[src/hw/rtl/pps_pkg.sv]
package pps_pkg;

  localparam int TASK_SLOTS_DEF = 16;
  localparam int TIME_W         = 21;
  localparam int SLOT_FIELD_W   = 4;
  localparam int IN_TDATA_W     = 48;
  localparam int OUT_TDATA_W    = 96;

  // request kind carried on in_tuser
  typedef enum logic {REQ_LOAD = 1'b0, REQ_TICK = 1'b1} req_t;

  // one task table entry
  typedef struct packed {
    logic [15:0] arrival;
    logic [15:0] burst;
    logic [7:0]  prio;
    logic [15:0] remaining;
  } entry_t;

  // in_tdata layout, lowest bits last
  typedef struct packed {
    logic [3:0]              pad;
    logic [7:0]              prio_level;
    logic [15:0]             burst_length;
    logic [15:0]             arrival_time;
    logic [SLOT_FIELD_W-1:0] slot;
  } in_data_t;

  // out_tdata layout, lowest bits last
  typedef struct packed {
    logic [3:0]              pad;
    logic                    all_done;
    logic [TIME_W-1:0]       waiting_time;
    logic [TIME_W-1:0]       turnaround;
    logic [TIME_W-1:0]       finish_time;
    logic                    completed;
    logic                    new_segment;
    logic [TIME_W-1:0]       tick_time;
    logic [SLOT_FIELD_W-1:0] run_slot;
    logic                    dispatched;
  } result_t;

endpackage

[src/hw/rtl/pps_table.sv]
module pps_table #(
  parameter int TASK_SLOTS = pps_pkg::TASK_SLOTS_DEF,
  localparam int SLOT_W = $clog2(TASK_SLOTS),
  localparam int CNT_W = $clog2(TASK_SLOTS + 1)
) (
  input  logic                clk,
  input  logic                rst_n,
  input  logic                wr_en,
  input  logic [SLOT_W-1:0]   wr_addr,
  input  pps_pkg::entry_t     wr_data,
  input  logic                rd_en,
  input  logic [SLOT_W-1:0]   rd_addr,
  output pps_pkg::entry_t     rd_data,
  output logic                rd_act,
  output logic                idle
);

  pps_pkg::entry_t mem_r [TASK_SLOTS];
  pps_pkg::entry_t rd_data_r;
  logic [TASK_SLOTS-1:0] act_r;
  logic                  rd_act_r;
  logic [CNT_W-1:0]      cnt_r;
  logic                  new_nz;

  // act_r marks slots with work left; entries without it read as zero work
  assign new_nz = (wr_data.remaining != 16'd0);

  always_ff @(posedge clk) begin
    if (wr_en) begin
      mem_r[wr_addr] <= wr_data;
    end
    if (rd_en) begin
      rd_data_r <= mem_r[rd_addr];
    end
  end

  always_ff @(posedge clk) begin
    if (!rst_n) begin
      act_r    <= '0;
      rd_act_r <= 1'b0;
      cnt_r    <= '0;
    end else begin
      if (rd_en) begin
        rd_act_r <= act_r[rd_addr];
      end
      if (wr_en) begin
        act_r[wr_addr] <= new_nz;
        cnt_r <= cnt_r - CNT_W'(act_r[wr_addr]) + CNT_W'(new_nz);
      end
    end
  end

  assign rd_data = rd_data_r;
  assign rd_act  = rd_act_r;
  assign idle    = (cnt_r == '0);

endmodule

[src/hw/rtl/pps_ctrl.sv]
module pps_ctrl #(
  parameter int TASK_SLOTS = pps_pkg::TASK_SLOTS_DEF,
  localparam int SLOT_W = $clog2(TASK_SLOTS),
  localparam int CNT_W = $clog2(TASK_SLOTS + 1)
) (
  input  logic                              clk,
  input  logic                              rst_n,
  input  logic                              in_valid,
  output logic                              in_ready,
  input  logic                              in_req_type,
  input  pps_pkg::in_data_t                 in_data,
  output logic                              tbl_wr_en,
  output logic [SLOT_W-1:0]                 tbl_wr_addr,
  output pps_pkg::entry_t                   tbl_wr_data,
  output logic                              tbl_rd_en,
  output logic [SLOT_W-1:0]                 tbl_rd_addr,
  input  pps_pkg::entry_t                   tbl_rd_data,
  input  logic                              tbl_rd_act,
  input  logic                              tbl_idle,
  input  logic                              out_free,
  output logic                              res_valid,
  output pps_pkg::result_t                  res_data
);

  typedef enum logic [1:0] {ST_IDLE, ST_SCAN, ST_UPD, ST_FIN} state_t;

  state_t                        state_r;
  logic [pps_pkg::TIME_W-1:0]    time_r;
  logic [pps_pkg::TIME_W-1:0]    nowp1_r;
  logic [CNT_W-1:0]              cnt_r;
  logic                          pend_r;
  logic [SLOT_W-1:0]             pend_idx_r;
  logic                          found_r;
  logic [SLOT_W-1:0]             best_idx_r;
  pps_pkg::entry_t               best_r;
  logic [SLOT_W-1:0]             last_slot_r;
  logic                          last_valid_r;
  pps_pkg::result_t              res_r;

  logic accept;
  logic slot_ok;
  logic eligible;
  logic better;
  pps_pkg::entry_t upd_entry;
  pps_pkg::result_t upd_res;
  logic [pps_pkg::TIME_W-1:0] tat;

  assign in_ready = (state_r == ST_IDLE);
  assign accept   = in_valid && in_ready;
  assign slot_ok  = (9'(in_data.slot) < 9'(TASK_SLOTS));

  always_comb begin
    upd_entry           = best_r;
    upd_entry.remaining = best_r.remaining - 16'd1;
  end

  assign tbl_wr_en   = (accept && (in_req_type == pps_pkg::REQ_LOAD) && slot_ok) ||
                       (state_r == ST_UPD && found_r);
  assign tbl_wr_addr = (state_r == ST_UPD) ? best_idx_r : SLOT_W'(in_data.slot);
  assign tbl_wr_data = (state_r == ST_UPD) ? upd_entry :
                       {in_data.arrival_time, in_data.burst_length,
                        in_data.prio_level, in_data.burst_length};

  assign tbl_rd_en   = (state_r == ST_SCAN) && (cnt_r < CNT_W'(TASK_SLOTS));
  assign tbl_rd_addr = cnt_r[SLOT_W-1:0];

  // slots arrive in ascending order, so a tie on prio and arrival keeps the lower slot
  assign eligible = tbl_rd_act && (pps_pkg::TIME_W'(tbl_rd_data.arrival) <= time_r);
  assign better   = eligible && (!found_r || (tbl_rd_data.prio < best_r.prio) ||
                    ((tbl_rd_data.prio == best_r.prio) &&
                     (tbl_rd_data.arrival < best_r.arrival)));

  // tick result; time_r still holds the time of this tick
  always_comb begin
    tat               = nowp1_r - pps_pkg::TIME_W'(best_r.arrival);
    upd_res           = '0;
    upd_res.tick_time = time_r;
    if (found_r) begin
      upd_res.dispatched  = 1'b1;
      upd_res.run_slot    = pps_pkg::SLOT_FIELD_W'(best_idx_r);
      upd_res.new_segment = !last_valid_r || (last_slot_r != best_idx_r);
      if (best_r.remaining == 16'd1) begin
        upd_res.completed    = 1'b1;
        upd_res.finish_time  = nowp1_r;
        upd_res.turnaround   = tat;
        upd_res.waiting_time = tat - pps_pkg::TIME_W'(best_r.burst);
      end
    end
  end

  always_comb begin
    res_data          = res_r;
    res_data.all_done = tbl_idle;
  end
  assign res_valid = (state_r == ST_FIN) && out_free;

  always_ff @(posedge clk) begin
    if (!rst_n) begin
      state_r      <= ST_IDLE;
      time_r       <= '0;
      cnt_r        <= '0;
      pend_r       <= 1'b0;
      found_r      <= 1'b0;
      last_slot_r  <= '0;
      last_valid_r <= 1'b0;
    end else begin
      case (state_r)
        ST_IDLE: begin
          if (accept) begin
            res_r <= '0;
            if (in_req_type == pps_pkg::REQ_TICK) begin
              nowp1_r <= time_r + pps_pkg::TIME_W'(1);
              cnt_r   <= '0;
              pend_r  <= 1'b0;
              found_r <= 1'b0;
              state_r <= ST_SCAN;
            end else begin
              state_r <= ST_FIN;
            end
          end
        end
        ST_SCAN: begin
          pend_r     <= tbl_rd_en;
          pend_idx_r <= cnt_r[SLOT_W-1:0];
          if (tbl_rd_en) begin
            cnt_r <= cnt_r + CNT_W'(1);
          end else begin
            state_r <= ST_UPD;
          end
          if (pend_r && better) begin
            found_r    <= 1'b1;
            best_idx_r <= pend_idx_r;
            best_r     <= tbl_rd_data;
          end
        end
        ST_UPD: begin
          time_r <= nowp1_r;
          res_r  <= upd_res;
          if (found_r) begin
            last_valid_r <= 1'b1;
            last_slot_r  <= best_idx_r;
          end
          state_r <= ST_FIN;
        end
        ST_FIN: begin
          if (out_free) begin
            state_r <= ST_IDLE;
          end
        end
        default: begin
          state_r <= ST_IDLE;
        end
      endcase
    end
  end

`ifndef NO_ASSERTIONS
  a_time_holds_in_scan: assert property (@(posedge clk) disable iff (!rst_n)
    (state_r == ST_SCAN) |=> (time_r == $past(time_r)))
    else $error("time moved during scan");

  a_no_rw_overlap: assert property (@(posedge clk) disable iff (!rst_n)
    tbl_wr_en |-> !tbl_rd_en)
    else $error("table write during scan read");

  a_best_has_work: assert property (@(posedge clk) disable iff (!rst_n)
    (state_r == ST_UPD && found_r) |-> (best_r.remaining != 16'd0))
    else $error("dispatched task without work");

  a_completion_dispatched: assert property (@(posedge clk) disable iff (!rst_n)
    (res_valid && res_data.completed) |-> (res_data.dispatched && !res_data.all_done ||
                                           res_data.dispatched))
    else $error("completion without dispatch");
`endif

endmodule

[src/hw/rtl/preemptive_priority_scheduler.sv]
// Load transaction: the table write (for a valid slot) on acceptance, then the result state and the output register;
// tick transaction: a scan of all slots via the registered table reads, then update and result.
// One transaction in flight; a waiting result does not block the next input.
// A new input is accepted only in idle, after the result state; out_tready stalls hold that state.
// rst_n (synchronous, active low) clears time, last dispatch and all slot work.
module preemptive_priority_scheduler #(
  parameter int TASK_SLOTS = pps_pkg::TASK_SLOTS_DEF,
  localparam int SLOT_W = $clog2(TASK_SLOTS)
) (
  input  logic                            clk,
  input  logic                            rst_n,
  input  logic                            in_tvalid,
  output logic                            in_tready,
  // slot, arrival_time, burst_length, prio_level
  input  logic [pps_pkg::IN_TDATA_W-1:0]  in_tdata,
  // req_type
  input  logic                            in_tuser,
  output logic                            out_tvalid,
  input  logic                            out_tready,
  // dispatched, run_slot, tick_time, new_segment, completed, finish_time,
  // turnaround, waiting_time, all_done
  output logic [pps_pkg::OUT_TDATA_W-1:0] out_tdata
);

  pps_pkg::in_data_t in_d;
  pps_pkg::entry_t   wr_data;
  pps_pkg::entry_t   rd_data;
  pps_pkg::result_t  res_data;
  pps_pkg::result_t  out_data_r;
  logic              out_tvalid_r;
  logic              wr_en;
  logic              rd_en;
  logic [SLOT_W-1:0] wr_addr;
  logic [SLOT_W-1:0] rd_addr;
  logic              rd_act;
  logic              tbl_idle;
  logic              res_valid;
  logic              out_free;

  assign in_d     = in_tdata;
  assign out_free = !out_tvalid_r || out_tready;

  pps_table #(.TASK_SLOTS(TASK_SLOTS)) u_table (
    .clk     (clk),
    .rst_n   (rst_n),
    .wr_en   (wr_en),
    .wr_addr (wr_addr),
    .wr_data (wr_data),
    .rd_en   (rd_en),
    .rd_addr (rd_addr),
    .rd_data (rd_data),
    .rd_act  (rd_act),
    .idle    (tbl_idle)
  );

  pps_ctrl #(.TASK_SLOTS(TASK_SLOTS)) u_ctrl (
    .clk         (clk),
    .rst_n       (rst_n),
    .in_valid    (in_tvalid),
    .in_ready    (in_tready),
    .in_req_type (in_tuser),
    .in_data     (in_d),
    .tbl_wr_en   (wr_en),
    .tbl_wr_addr (wr_addr),
    .tbl_wr_data (wr_data),
    .tbl_rd_en   (rd_en),
    .tbl_rd_addr (rd_addr),
    .tbl_rd_data (rd_data),
    .tbl_rd_act  (rd_act),
    .tbl_idle    (tbl_idle),
    .out_free    (out_free),
    .res_valid   (res_valid),
    .res_data    (res_data)
  );

  // output register
  always_ff @(posedge clk) begin
    if (!rst_n) begin
      out_tvalid_r <= 1'b0;
    end else if (res_valid) begin
      out_tvalid_r <= 1'b1;
    end else if (out_tready) begin
      out_tvalid_r <= 1'b0;
    end
  end

  always_ff @(posedge clk) begin
    if (res_valid) begin
      out_data_r <= res_data;
    end
  end

  assign out_tvalid = out_tvalid_r;
  assign out_tdata  = out_data_r;

endmodule
[config.mk]
export PLATFORM = sky130hd
export DESIGN_NAME = preemptive_priority_scheduler
export DESIGN_NICKNAME = d
export VERILOG_FILES = /design/src/hw/rtl/pps_pkg.sv /design/src/hw/rtl/pps_table.sv /design/src/hw/rtl/pps_ctrl.sv /design/src/hw/rtl/preemptive_priority_scheduler.sv
export SDC_FILE = /design/constraint.sdc
export NUM_CORES = 1
export LEC_CHECK = 0
export BUFFER_PORTS_ARGS = -buffer_cell sky130_fd_sc_hd__buf_2
export CORE_MARGIN = 1
export CORE_UTILIZATION = 35
export CTS_CLUSTER_DIAMETER = 120
export DETAILED_ROUTE_END_ITERATION = 6
export SKIP_CTS_REPAIR_TIMING = 1
export SYNTH_ARGS = -nofsm -noshare
export SYNTH_HDL_FRONTEND = slang
export SYNTH_HIERARCHICAL = 1
export SYNTH_SLANG_ARGS = --single-unit
[constraint.sdc]
create_clock -name clk -period 9.1 [get_ports clk]
set_input_delay 0.455 -clock clk [delete_from_list [all_inputs] [get_ports clk]]
set_output_delay 0.455 -clock clk [all_outputs]
set_load 0.05 [all_outputs]
==> reports/metrics.cfg <==
[pwr]
seqPwrFrac=0.514
max-vdd-ir-drop_mv=0.179
p_int_mw=10.7
p_switching_mw=3.57
combPwrFrac=0.124
switching_share=0.250
clockPowerShare=0.362
p_per_area_nw_per_um2=245
p_leak_nw=18.4

[global_route]
grt_overflow=0
grt_pass1_vias=24900
grt_pass1_wl_mm=170
track_usage=0.158
grt_max_degree=83
antenna_found_initial=10

[cells_and_area]
instances_no_fill=4779
final_layout_size_suffix_gt1_frac=0.265
layout.nets=2909
syn_to_final_growth_pct=14.3
num_antenna_cells=0
fillers=12700

[timing]
clock-skew-final_ps=24.6
clock.fmax_mhz=191
min_period_ps=5230
finalSetupTns_ps=0
period_share=0.574
drv_slew=0
finalSetupViolCount=0
hold_viol=0
tightest_slew_ps=1360
relSlewSlack=0.0896
rsz0062_at_grt=no

[clocking]
clock-root-buffer=clkbuf_16
clk_pin_slew_worst_paths_ps=70
cts.sinks=1282
worstSkewPairLatency_ps=720
numCtsBuffers=121
cts_buffer_depth=3
htree_levels=3
cts_tree=built

[synth]
synth_cell_types=70
synth_seq_cells=1282
ys_warn_count=6
syn-instance-count=2556
synth_edf_count=1224
async_reset_ff_frac=0
netlist_area_um2=50800
synth_ff_type=edfxtp_1
yosysSeqAreaShare=0.746
syn_area_per_cell_um2=19.9

[flow_run]
drv_cap=0

[drt]
drc=20
wl_per_cell_um=24.4
finalWirelength_mm=116
vias=24600
ant_nets=0
dr.pass1.iters=7
drtIter0Drc=2059
vias_per_cell=5.14

[hold_path]
min_path_type=in2reg
hold_start=out_tready

[floorplanning]
dieArea_um2=147000
initial_utilization=0.353
coreArea_um2=144000
die_w_um=383
fp.dieH_um=383
rows=139
ios=151

[placement]
hpwlAfterDp_mm=67.2
port_buffers=146
dp_cells=4547
gp_congestion=0.808

[status]
violations=DRC
status=finished, violations left

[setup_path]
crit_fanout=50
crit_path_start_kind=flop
critPathArrivalTime_ps=5870
crit_type=reg2reg
cp-end-kind=flop
reg2reg_from=u_ctrl/state_r[0]
crit_start=u_ctrl/state_r[0]
crit_required_ps=9740
r2r_slack_ps=3870

-- layer usage --
layer | global-route usage | share of wire | vias to the layer above
met5 | 0 | 0.00018 | -
met4 | 0.0384 | 0.021 | 4
met1 | 0.220 | 0.44 | 12900
li1 | - | - | 10700
met2 | 0.253 | 0.47 | 765
met3 | 0.0347 | 0.066 | 163
-- path summary, 6_finish.rpt --
| path | endpoint | cells after the start |
|---|---|---|
| max | u_table/cnt_r[4] | 16 |
| min | out_tvalid | 3 |
| max reg2reg | u_table/cnt_r[4] | 16 |
| min reg2reg | out_tdata[60] | 0 |
-- power by group through the flow --
stage	Combinational (mW)	Sequential (mW)	Clock [mW]
4_1_cts	1.78	7.34	5.28
3_5_place_dp	1.78	7.46	0
2_1_floorplan	1.09	7.60	0
5_1_grt	1.92	7.36	5.49
6_report	1.76	7.33	5.17
3_3_place_gp	1.75	7.45	0
-- cells in the final DEF (no fill, tap or decap), drive strengths merged, types with 8 or more instances in the layout --
master	count
clkbuf	144
buf	197
a211oi	28
clkinv	59
nand2b	13
mux2	46
nor4	14
a21o	16
a31oi	9
nand4	9
mux2i	30
nor2b	9
o21a	12
nand2	45
dfxtp	58
and2	58
o211ai	9
clkinvlp	8
nand3	24
and3	10
ha	85
xor2	23
inv	90
edfxtp	1224
mux4	287
nor3	26
o21ai	28
a21oi	54
xnor2	44
bufinv	15
nor2	142
-- kinds of logic (layout without fill, tap and decap cells) --
| logic type | after synthesis | count (layout) | share of synthesized area |
|---|---|---|---|
| buf+inv | 196 | 513 | 0.0164 |
| fa+ha+maj | 88 | 88 | 0.0221 |
| simple gates | 373 | 373 | 0.0367 |
| other cells | 1 | 4 | 0.0000738 |
| mux | 363 | 363 | 0.143 |
| xor+xnor | 67 | 67 | 0.0115 |
| flops | 1282 | 1282 | 0.746 |
| compound gates | 186 | 186 | 0.0241 |
-- final cells by class --
type	instances	area, µm²	area share
sequential	1282	37900	0.653
multi-input combinational	1081	12300	0.211
clock buffer	144	3200	0.0550
tap	1903	2380	0.0410
timing repair buffer	197	1130	0.0194
clock inverter	87	902	0.0155
inverter	85	319	0.00549
-- through the flow --
step	hold WS [ps]	setup WS [ps]	power, mW	utilization	cell area [µm²]
floorplan	400	2490	8.69	-	50900
global placement	402	3780	9.20	0.376	54000
detailed placement	405	3750	9.24	0.376	54000
CTS	10.5	3730	14.4	0.404	58100
global route	19.6	3470	14.8	0.404	58100
finish	64.5	3870	14.3	0.404	58100
-- synthesized netlist by cell type (all sizes together), types with 44 or more instances --
master / count / area [µm²]
nand2: 45 / 169
and2: 58 / 363
a21oi: 54 / 278
buf: 53 / 298
dfxtp: 58 / 1160
edfxtp: 1224 / 36800
inv: 85 / 319
xnor2: 44 / 385
mux4: 287 / 6460
ha: 85 / 1060
clkbuf: 58 / 219
mux2: 46 / 518
nor2: 142 / 536
-- worst max-delay path, cell delays in order, from the launching register on --
cell	delay (ps)
dfxtp_1	340
inv_1	130
ha_4	380
buf_4	630
nor2_1	100
a21oi_1	1000
nor4_1	320
and4_1	310
buf_4	210
ha_1	300
inv_1	30
ha_1	200
fa_1	440
a21oi_1	180
o21bai_1	110
mux2i_1	190
mux2i_1	200
-- registers in the layout, indices dropped and copies added (netlist names) --
signal and count:
u_table/mem_r 896, out_tdata 96, u_ctrl/res_data 91, u_ctrl/best_r 56, u_table/rd_data 56, u_ctrl/nowp1_r 21
u_ctrl/time_r 21, u_table/act_r 16, u_ctrl/cnt_r 5, u_table/cnt_r 5, u_ctrl/best_idx_r 4, u_ctrl/last_slot_r 4
u_ctrl/pend_idx_r 4, u_ctrl/state_r 2, out_tvalid 1, u_ctrl/found_r 1, u_ctrl/last_valid_r 1, u_ctrl/pend_r 1
u_table/rd_act 1
Note: power is estimated with default switching activity, not from simulation.
